===== config.mk =====
export PLATFORM = sky130hd
export DESIGN_NAME = column_negative_sort_core
export DESIGN_NICKNAME = d
export VERILOG_FILES = /design/src/hdl/cns_pkg.sv /design/src/hdl/column_negative_sort_core.sv /design/src/hdl/cns_datapath.sv /design/src/hdl/cns_ctrl.sv
export SDC_FILE = /design/constraint.sdc
export NUM_CORES = 2
export LEC_CHECK = 0
export BUFFER_PORTS_ARGS = -buffer_cell sky130_fd_sc_hd__buf_2
export CORE_ASPECT_RATIO = 1.2
export CORE_MARGIN = 1
export CORE_UTILIZATION = 50
export CTS_BUF_LIST = sky130_fd_sc_hd__clkbuf_16
export DETAILED_ROUTE_END_ITERATION = 8
export GPL_ROUTABILITY_DRIVEN = 0
export GPL_TIMING_DRIVEN = 0
export PLACE_DENSITY = 0.68
export SYNTH_ARGS = -nofsm -noshare
export SYNTH_HDL_FRONTEND = slang
export SYNTH_SLANG_ARGS = --single-unit

===== constraint.sdc =====
create_clock -name i_clk -period 7.8 [get_ports i_clk]
set_clock_uncertainty 0.2 [all_clocks]
set_input_delay 2.34 -clock i_clk [delete_from_list [all_inputs] [get_ports i_clk]]
set_output_delay 2.34 -clock i_clk [all_outputs]
set_load 0.1 [all_outputs]

===== src/hdl/cns_pkg.sv =====
// Shared types and constants for the column negative sort core.
package cns_pkg;

    localparam int SIZE_W = 4;
    localparam logic [SIZE_W-1:0] SIZE_RESET = 4'd8;

    // Write data source for the matrix store
    localparam logic WR_SRC_IN  = 1'b0;
    localparam logic WR_SRC_CUR = 1'b1;

    typedef struct packed {
        logic we;        // write the store at the write address
        logic wr_src;    // WR_SRC_IN or WR_SRC_CUR
        logic rd;        // read the store at the read address
        logic cur_load;  // take read data into the held element
        logic out_en;    // the read of this cycle yields a result
        logic out_last;  // it is the final one of the matrix
    } t_dp_cmd;

    typedef struct packed {
        logic swap;      // both negative and held element is larger
    } t_dp_sts;

endpackage


===== src/hdl/column_negative_sort_core.sv =====
// Column negative sort core: top level joining sequencer and datapath.
//
// Elements of an n by n matrix (n from the size register, 1..MAX_SIZE) are
// taken one per cycle on start while busy is low, in row-major order. After
// the last element busy rises; each column's negative values are then put in
// ascending order in the rows that held negatives, by a compare-exchange scan
// through the single-port-write, registered-read store; each compare first
// reads the scanned element, and each row reads, loads and writes back the
// held element. The matrix then leaves in row-major order, one element per
// cycle, each shown for one cycle with o_result_valid and the final one with
// o_result_last. The receiver cannot stall: it must take every result in the
// cycle it shows. Size writes are taken while busy is low and start is not
// raised; they discard a partly loaded matrix.
module column_negative_sort_core
    import cns_pkg::*;
#(
    parameter int MAX_SIZE   = 8,
    parameter int DATA_WIDTH = 32
) (
    input  logic                  i_clk,
    input  logic                  i_rst_n,
    input  logic                  start,
    output logic                  busy,
    input  logic [DATA_WIDTH-1:0] i_element_value,
    output logic [DATA_WIDTH-1:0] o_result_value,
    output logic                  o_result_last,
    output logic                  o_result_valid,
    input  logic                  i_cfg_valid,
    output logic                  o_cfg_ready,
    input  logic [SIZE_W-1:0]     i_cfg_data
);

    localparam int DEPTH = MAX_SIZE * MAX_SIZE;
    localparam int AW    = (DEPTH > 1) ? $clog2(DEPTH) : 1;
    localparam int CW    = $clog2(MAX_SIZE + 1);
    localparam int TW    = 2 * CW;

    t_dp_cmd       cmd;
    t_dp_sts       sts;
    logic [AW-1:0] waddr;
    logic [AW-1:0] raddr;

    // an offered element goes before a size write
    assign o_cfg_ready = !busy && !start;

    cns_ctrl #(
        .MAX_SIZE (MAX_SIZE),
        .AW       (AW),
        .CW       (CW),
        .TW       (TW)
    ) u_ctrl (
        .i_clk      (i_clk),
        .i_rst_n    (i_rst_n),
        .i_start    (start),
        .i_cfg_we   (i_cfg_valid && o_cfg_ready),
        .i_cfg_size (i_cfg_data),
        .i_sts      (sts),
        .o_busy     (busy),
        .o_cmd      (cmd),
        .o_waddr    (waddr),
        .o_raddr    (raddr)
    );

    cns_datapath #(
        .DATA_WIDTH (DATA_WIDTH),
        .DEPTH      (DEPTH),
        .AW         (AW)
    ) u_dp (
        .i_clk          (i_clk),
        .i_rst_n        (i_rst_n),
        .i_cmd          (cmd),
        .i_waddr        (waddr),
        .i_raddr        (raddr),
        .i_wdata_in     (i_element_value),
        .o_sts          (sts),
        .o_result_value (o_result_value),
        .o_result_valid (o_result_valid),
        .o_result_last  (o_result_last)
    );

endmodule


===== src/hdl/cns_datapath.sv =====
// Matrix store, held element, compare-exchange and result register.
module cns_datapath
    import cns_pkg::*;
#(
    parameter int DATA_WIDTH = 32,
    parameter int DEPTH      = 64,
    parameter int AW         = 6
) (
    input  logic                  i_clk,
    input  logic                  i_rst_n,
    input  t_dp_cmd               i_cmd,
    input  logic [AW-1:0]         i_waddr,
    input  logic [AW-1:0]         i_raddr,
    input  logic [DATA_WIDTH-1:0] i_wdata_in,
    output t_dp_sts               o_sts,
    output logic [DATA_WIDTH-1:0] o_result_value,
    output logic                  o_result_valid,
    output logic                  o_result_last
);

    logic [DATA_WIDTH-1:0] r_mem [DEPTH];
    logic [DATA_WIDTH-1:0] r_rdata;
    logic [DATA_WIDTH-1:0] r_cur;
    logic                  r_out_vld;
    logic                  r_out_last;
    logic                  swap;
    logic [DATA_WIDTH-1:0] mem_wdata;

    // Both negative: signed order equals the ordering key
    assign swap = r_cur[DATA_WIDTH-1] && r_rdata[DATA_WIDTH-1]
                  && ($signed(r_cur) > $signed(r_rdata));

    assign mem_wdata = (i_cmd.wr_src == WR_SRC_CUR) ? r_cur : i_wdata_in;

    always_ff @(posedge i_clk) begin
        if (i_cmd.we) begin
            r_mem[i_waddr] <= mem_wdata;
        end
        if (i_cmd.rd) begin
            r_rdata <= r_mem[i_raddr];
        end
    end

    always_ff @(posedge i_clk) begin
        if (i_cmd.cur_load) begin
            r_cur <= r_rdata;
        end
    end

    always_ff @(posedge i_clk) begin
        if (!i_rst_n) begin
            r_out_vld  <= 1'b0;
            r_out_last <= 1'b0;
        end else begin
            r_out_vld  <= i_cmd.out_en;
            r_out_last <= i_cmd.out_en && i_cmd.out_last;
        end
    end

    assign o_sts.swap     = swap;
    assign o_result_value = r_rdata;
    assign o_result_valid = r_out_vld;
    assign o_result_last  = r_out_last;

endmodule


===== src/hdl/cns_ctrl.sv =====
// Sequencer: load, per-column exchange sort of negatives, and readout.
module cns_ctrl
    import cns_pkg::*;
#(
    parameter int MAX_SIZE = 8,
    parameter int AW       = 6,
    parameter int CW       = 4,
    parameter int TW       = 8
) (
    input  logic              i_clk,
    input  logic              i_rst_n,
    input  logic              i_start,
    input  logic              i_cfg_we,
    input  logic [SIZE_W-1:0] i_cfg_size,
    input  t_dp_sts           i_sts,
    output logic              o_busy,
    output t_dp_cmd           o_cmd,
    output logic [AW-1:0]     o_waddr,
    output logic [AW-1:0]     o_raddr
);

    localparam logic [2:0] S_LOAD = 3'd0;
    localparam logic [2:0] S_RDA  = 3'd1;
    localparam logic [2:0] S_LDA  = 3'd2;
    localparam logic [2:0] S_RDB  = 3'd3;
    localparam logic [2:0] S_CMP  = 3'd4;
    localparam logic [2:0] S_WRA  = 3'd5;
    localparam logic [2:0] S_OUT  = 3'd6;

    logic [2:0]        r_state, n_state;
    logic [SIZE_W-1:0] r_size,  n_size;
    logic [TW-1:0]     r_load,  n_load;
    logic [TW-1:0]     r_k,     n_k;
    logic [CW-1:0]     r_row,   n_row;
    logic [CW-1:0]     r_scan,  n_scan;
    logic [CW-1:0]     r_col,   n_col;

    logic [CW-1:0]     size_n;
    logic [TW-1:0]     total;
    logic [TW-1:0]     addr_a;
    logic [TW-1:0]     addr_b;
    logic              load_done;

    // Size zero counts as one, anything above the maximum as the maximum
    always_comb begin
        priority if (r_size == '0) begin
            size_n = CW'(1);
        end else if (r_size > SIZE_W'(MAX_SIZE)) begin
            size_n = CW'(MAX_SIZE);
        end else begin
            size_n = CW'(r_size);
        end
    end

    assign total     = TW'(size_n) * TW'(size_n);
    assign addr_a    = TW'(r_row) * TW'(size_n) + TW'(r_col);
    assign addr_b    = TW'(r_scan) * TW'(size_n) + TW'(r_col);
    assign load_done = (r_load + TW'(1)) == total;

    always_comb begin
        n_state = r_state;
        n_size  = r_size;
        n_load  = r_load;
        n_k     = r_k;
        n_row   = r_row;
        n_scan  = r_scan;
        n_col   = r_col;
        o_cmd   = '0;
        o_waddr = '0;
        o_raddr = '0;
        unique case (r_state)
            S_LOAD: begin
                o_waddr = r_load[AW-1:0];
                if (i_cfg_we) begin
                    n_size = i_cfg_size;
                    n_load = '0;
                end else if (i_start) begin
                    o_cmd.we     = 1'b1;
                    o_cmd.wr_src = WR_SRC_IN;
                    if (load_done) begin
                        n_load = '0;
                        n_row  = '0;
                        n_col  = '0;
                        n_k    = '0;
                        n_state = (size_n == CW'(1)) ? S_OUT : S_RDA;
                    end else begin
                        n_load = r_load + TW'(1);
                    end
                end
            end
            S_RDA: begin
                o_raddr  = addr_a[AW-1:0];
                o_cmd.rd = 1'b1;
                n_state  = S_LDA;
            end
            S_LDA: begin
                o_cmd.cur_load = 1'b1;
                n_scan  = r_row + CW'(1);
                n_state = S_RDB;
            end
            S_RDB: begin
                o_raddr  = addr_b[AW-1:0];
                o_cmd.rd = 1'b1;
                n_state  = S_CMP;
            end
            S_CMP: begin
                // swap writes the held element to row scan and keeps the smaller one
                o_cmd.we       = i_sts.swap;
                o_cmd.cur_load = i_sts.swap;
                o_cmd.wr_src   = WR_SRC_CUR;
                o_waddr        = addr_b[AW-1:0];
                n_scan         = r_scan + CW'(1);
                n_state        = ((r_scan + CW'(1)) == size_n) ? S_WRA : S_RDB;
            end
            S_WRA: begin
                o_cmd.we     = 1'b1;
                o_cmd.wr_src = WR_SRC_CUR;
                o_waddr      = addr_a[AW-1:0];
                if ((r_row + CW'(2)) == size_n) begin
                    n_row = '0;
                    n_col = r_col + CW'(1);
                    n_state = ((r_col + CW'(1)) == size_n) ? S_OUT : S_RDA;
                end else begin
                    n_row   = r_row + CW'(1);
                    n_state = S_RDA;
                end
            end
            S_OUT: begin
                o_raddr        = r_k[AW-1:0];
                o_cmd.rd       = 1'b1;
                o_cmd.out_en   = 1'b1;
                o_cmd.out_last = (r_k + TW'(1)) == total;
                n_k            = r_k + TW'(1);
                if ((r_k + TW'(1)) == total) begin
                    n_state = S_LOAD;
                end
            end
            default: begin
                n_state = S_LOAD;
            end
        endcase
    end

    assign o_busy = (r_state != S_LOAD);

    always_ff @(posedge i_clk) begin
        if (!i_rst_n) begin
            r_state <= S_LOAD;
            r_size  <= SIZE_RESET;
            r_load  <= '0;
            r_k     <= '0;
            r_row   <= '0;
            r_scan  <= '0;
            r_col   <= '0;
        end else begin
            r_state <= n_state;
            r_size  <= n_size;
            r_load  <= n_load;
            r_k     <= n_k;
            r_row   <= n_row;
            r_scan  <= n_scan;
            r_col   <= n_col;
        end
    end

endmodule


==> results.json <==
{
  "grt_remaining_overflow": 0,
  "start_util_pct": 50.58,
  "use_met1_pct": 36.78,
  "hold_viol": 0,
  "ys_ff_latch": 2149,
  "synth_edf_count": 2112,
  "wl_per_cell_um": 30.18,
  "synthDistinctLibCells": 91,
  "critPathLaunchType": "register",
  "worstPathMaxFanout": 10,
  "hp-start": "u_ctrl.r_load[6]",
  "timing.fmax_ghz": 0.1302,
  "clock-root-buffer": "clkbuf_16",
  "ys.flop_type": "edfxtp_1",
  "setup_slack_ns": 0.1209,
  "holdWs_ns": 0.2908,
  "grt_use_total_pct": 28.89,
  "maxSlewViolCount": 0,
  "power_mw": 22.60,
  "final_util_pct": 57.80,
  "clk_latency_ns": 0.87,
  "hold_class": "register to register",
  "worstPathRequired_ns": 8.09,
  "setup.worst_path.start": "u_ctrl.r_size[3]",
  "fp.dieH_um": 460.6,
  "dp_slack_ns": -0.1999,
  "grt_max_degree": 65,
  "grt_pass1_wl_um": 363400,
  "drive_gt1_share_pct": 13.90,
  "critPathArrivalTime_ns": 7.97,
  "htreeDepth": 4,
  "ir_worst_vdd_v": 0.0002014,
  "r2r-start": "u_ctrl.r_size[3]",
  "drc": 0,
  "vias": 53400,
  "power_leakage_nw": 32.08,
  "synthArstFlopShare_pct": 0,
  "die_x_um": 384.1,
  "cts_buffer_depth": 3,
  "numCtsBuffers": 192,
  "min_period_ns": 7.679,
  "outcome": "completed",
  "synth.avg_cell_area_sq_um": 15.39,
  "setup_viol": 0,
  "clock_sinks": 2149,
  "crit_type": "register to register",
  "end_kind": "register",
  "finalInstanceArea_sq_mm": 0.1001,
  "worst_pin_slew_ns": 1.469,
  "wirelength_um": 257000,
  "core_sq_mm": 0.1732,
  "clk_pin_slew_ns": 0.06,
  "grt_util_met3_pct": 6.513,
  "dieArea_sq_mm": 0.1769,
  "cts_tree": "built",
  "drtAntennaViolNets": 0,
  "row_count": 167,
  "postPlaceCellArea_sq_mm": 0.09365,
  "antenna_found_initial": 15,
  "final.period_utilization_pct": 98.45,
  "synthCells": 5694,
  "placement.io_buffers": 75,
  "viasPerCell": 6.271,
  "first_iter_violations": 7179,
  "rsz0062_at_grt": "false",
  "area_growth_pct": 14.27,
  "drtPass1Iterations": 9,
  "hpwl_um": 174000,
  "fin_nets": 6186,
  "cap_violations": 0,
  "grt_pass1_vias": 51890,
  "grt.met2_usage_pct": 44.28,
  "ys_seq_area_share_pct": 73.23,
  "maxSlewHeadroom_pct": 1.702,
  "synth_area_sq_mm": 0.08762,
  "io_pins": 76,
  "p_per_area_mw_per_mm2": 225.8,
  "ys.warnings.count": 0,
  "busiest_layer": "met2"
}
==> final timing paths <==
check / end / slack [ns] / cells after the start
worst min-delay path: u_ctrl.r_load[6] / 0.29 / 2
worst max register to register: u_dp.o_result_value[20] / 0.12 / 19
worst min register to register: u_ctrl.r_load[6] / 0.29 / 2
worst max-delay path: u_dp.o_result_value[20] / 0.12 / 19
==> what timing repair did <==
| item | CTS | global route |
|---|---|---|
| gates resized for setup | 10 | 18 |
| hold buffers | 0 | 0 |
| buffers inserted | 0 | 1 |
| endpoints found under the setup margin | 10 | 57 |
| gates cloned | 0 | 0 |
==> state kept, by name, summed over array words and instances (netlist names) <==
register,cells
u_ctrl.r_row,4
u_dp.o_result_last,1
u_ctrl.r_size,4
u_dp.r_mem,2048
u_ctrl.r_scan,4
u_ctrl.r_col,4
u_dp.r_cur,32
u_ctrl.r_load,8
u_ctrl.r_state,3
u_dp.o_result_valid,1
u_ctrl.r_k,8
u_dp.o_result_value,32
==> where the power goes <==
part           internal, mW  switching [mW]  total (mW)
Combinational        0.0918           0.403       0.495
Sequential             12.7         0.00868        12.7
Clock                  5.19            4.20        9.39
Total                  18.0            4.62        22.6
==> cells in the mapped netlist, types with 8 or more instances <==
cell	instances	area [sq um]
a211oi_1	22	165.2
a21boi_0	21	157.7
a21boi_1	8	60.06
a21o_1	10	75.07
a21oi_1	104	520.5
a31o_2	28	245.2
a31oi_1	37	231.5
a32o_1	58	580.6
a32oi_1	275	2409
and2_1	20	125.1
buf_1	24	90.09
buf_2	123	615.6
buf_4	48	360.4
buf_6	14	157.7
clkbuf_1	150	563.0
dfxtp_1	37	740.7
edfxtp_1	2112	63420
fa_1	13	260.3
ha_1	67	838.3
inv_1	56	210.2
mux2_2	35	394.1
mux2i_1	546	5465
mux4_2	58	1306
nand2_1	1094	4106
nand3_1	322	1612
nand4_1	15	93.84
nor2_1	43	161.4
nor2b_1	8	50.05
nor3_1	25	125.1
nor4_1	8	50.05
o211ai_1	29	217.7
o21a_1	37	277.8
o21ai_0	45	225.2
o22ai_1	13	81.33
or3_1	33	206.5
xnor2_1	27	236.5
xor2_1	19	166.4
==> layout by cell type (no fill, tap or decap), drive strengths merged, types with 94 or more instances in the layout <==
cell / synthesis / routed
edfxtp: 2112 / 2112
nand2: 1094 / 1094
mux2i: 547 / 547
buf: 209 / 385
clkbuf: 151 / 348
nand3: 323 / 323
a32oi: 275 / 275
a21oi: 105 / 105
clkinv: 1 / 102
inv: 57 / 94
==> layer usage <==
metal | wire [um] | vias to the layer above | share of wire [%]
li1 | - | 22720 | -
met1 | 93340 | 26690 | 36
met2 | 116600 | 3282 | 45
met3 | 27690 | 690 | 11
met4 | 19320 | 14 | 7.5
met5 | 87 | - | 0.034
==> final cells by class <==
| cell class | instances | area (sq um) |
|---|---|---|
| Fill cell | 12880 | 73100 |
| Clock buffer | 196 | 4905 |
| Timing Repair Buffer | 177 | 2430 |
| Antenna cell | 4 | 10.01 |
| Clock inverter | 163 | 1296 |
| Sequential cell | 2149 | 64160 |
| Buffer | 360 | 1797 |
| Multi-Input combinational cell | 3128 | 22450 |
| Inverter | 58 | 219.0 |
| Tap cell | 2281 | 2854 |
==> critical path, cell delays in order (launching register included) <==
cell and delay, ns:
dfxtp_1 0.34, buf_6 0.16, clkbuf_1 0.41, nor2b_1 0.14
clkbuf_1 0.25, and2_1 0.22, ha_1 0.29, ha_1 0.28
fa_1 0.53, inv_1 0.07, fa_1 0.49, mux2i_1 0.33
a22oi_4 0.20, nor2_2 0.49, clkbuf_4 0.53, clkbuf_1 0.56
a32oi_1 0.27, a31o_2 0.27, a32oi_1 0.93, o211ai_1 0.32
==> logic make-up (layout without fill, tap and decap cells) <==
kind of cell | Yosys count | after routing | share of synthesized area (%)
flops | 2149 | 2149 | 73.23
simple gates | 1617 | 1617 | 7.904
compound gates | 741 | 741 | 6.612
mux | 640 | 640 | 8.194
buf+inv | 418 | 954 | 2.295
fa+ha+maj | 80 | 80 | 1.254
xor+xnor | 48 | 48 | 0.5112
other cells | 1 | 6 | 0.004280
==> through the flow <==
step / cells / setup TNS [ns]
2_1_floorplan: 5695 / 0
3_3_place_gp: 8051 / -3161.66
3_5_place_dp: 8149 / -1.544
4_1_cts: 8508 / 0
5_1_grt: 8513 / 0
6_report: 8516 / 0
Note: power is estimated with default switching activity, not from simulation.
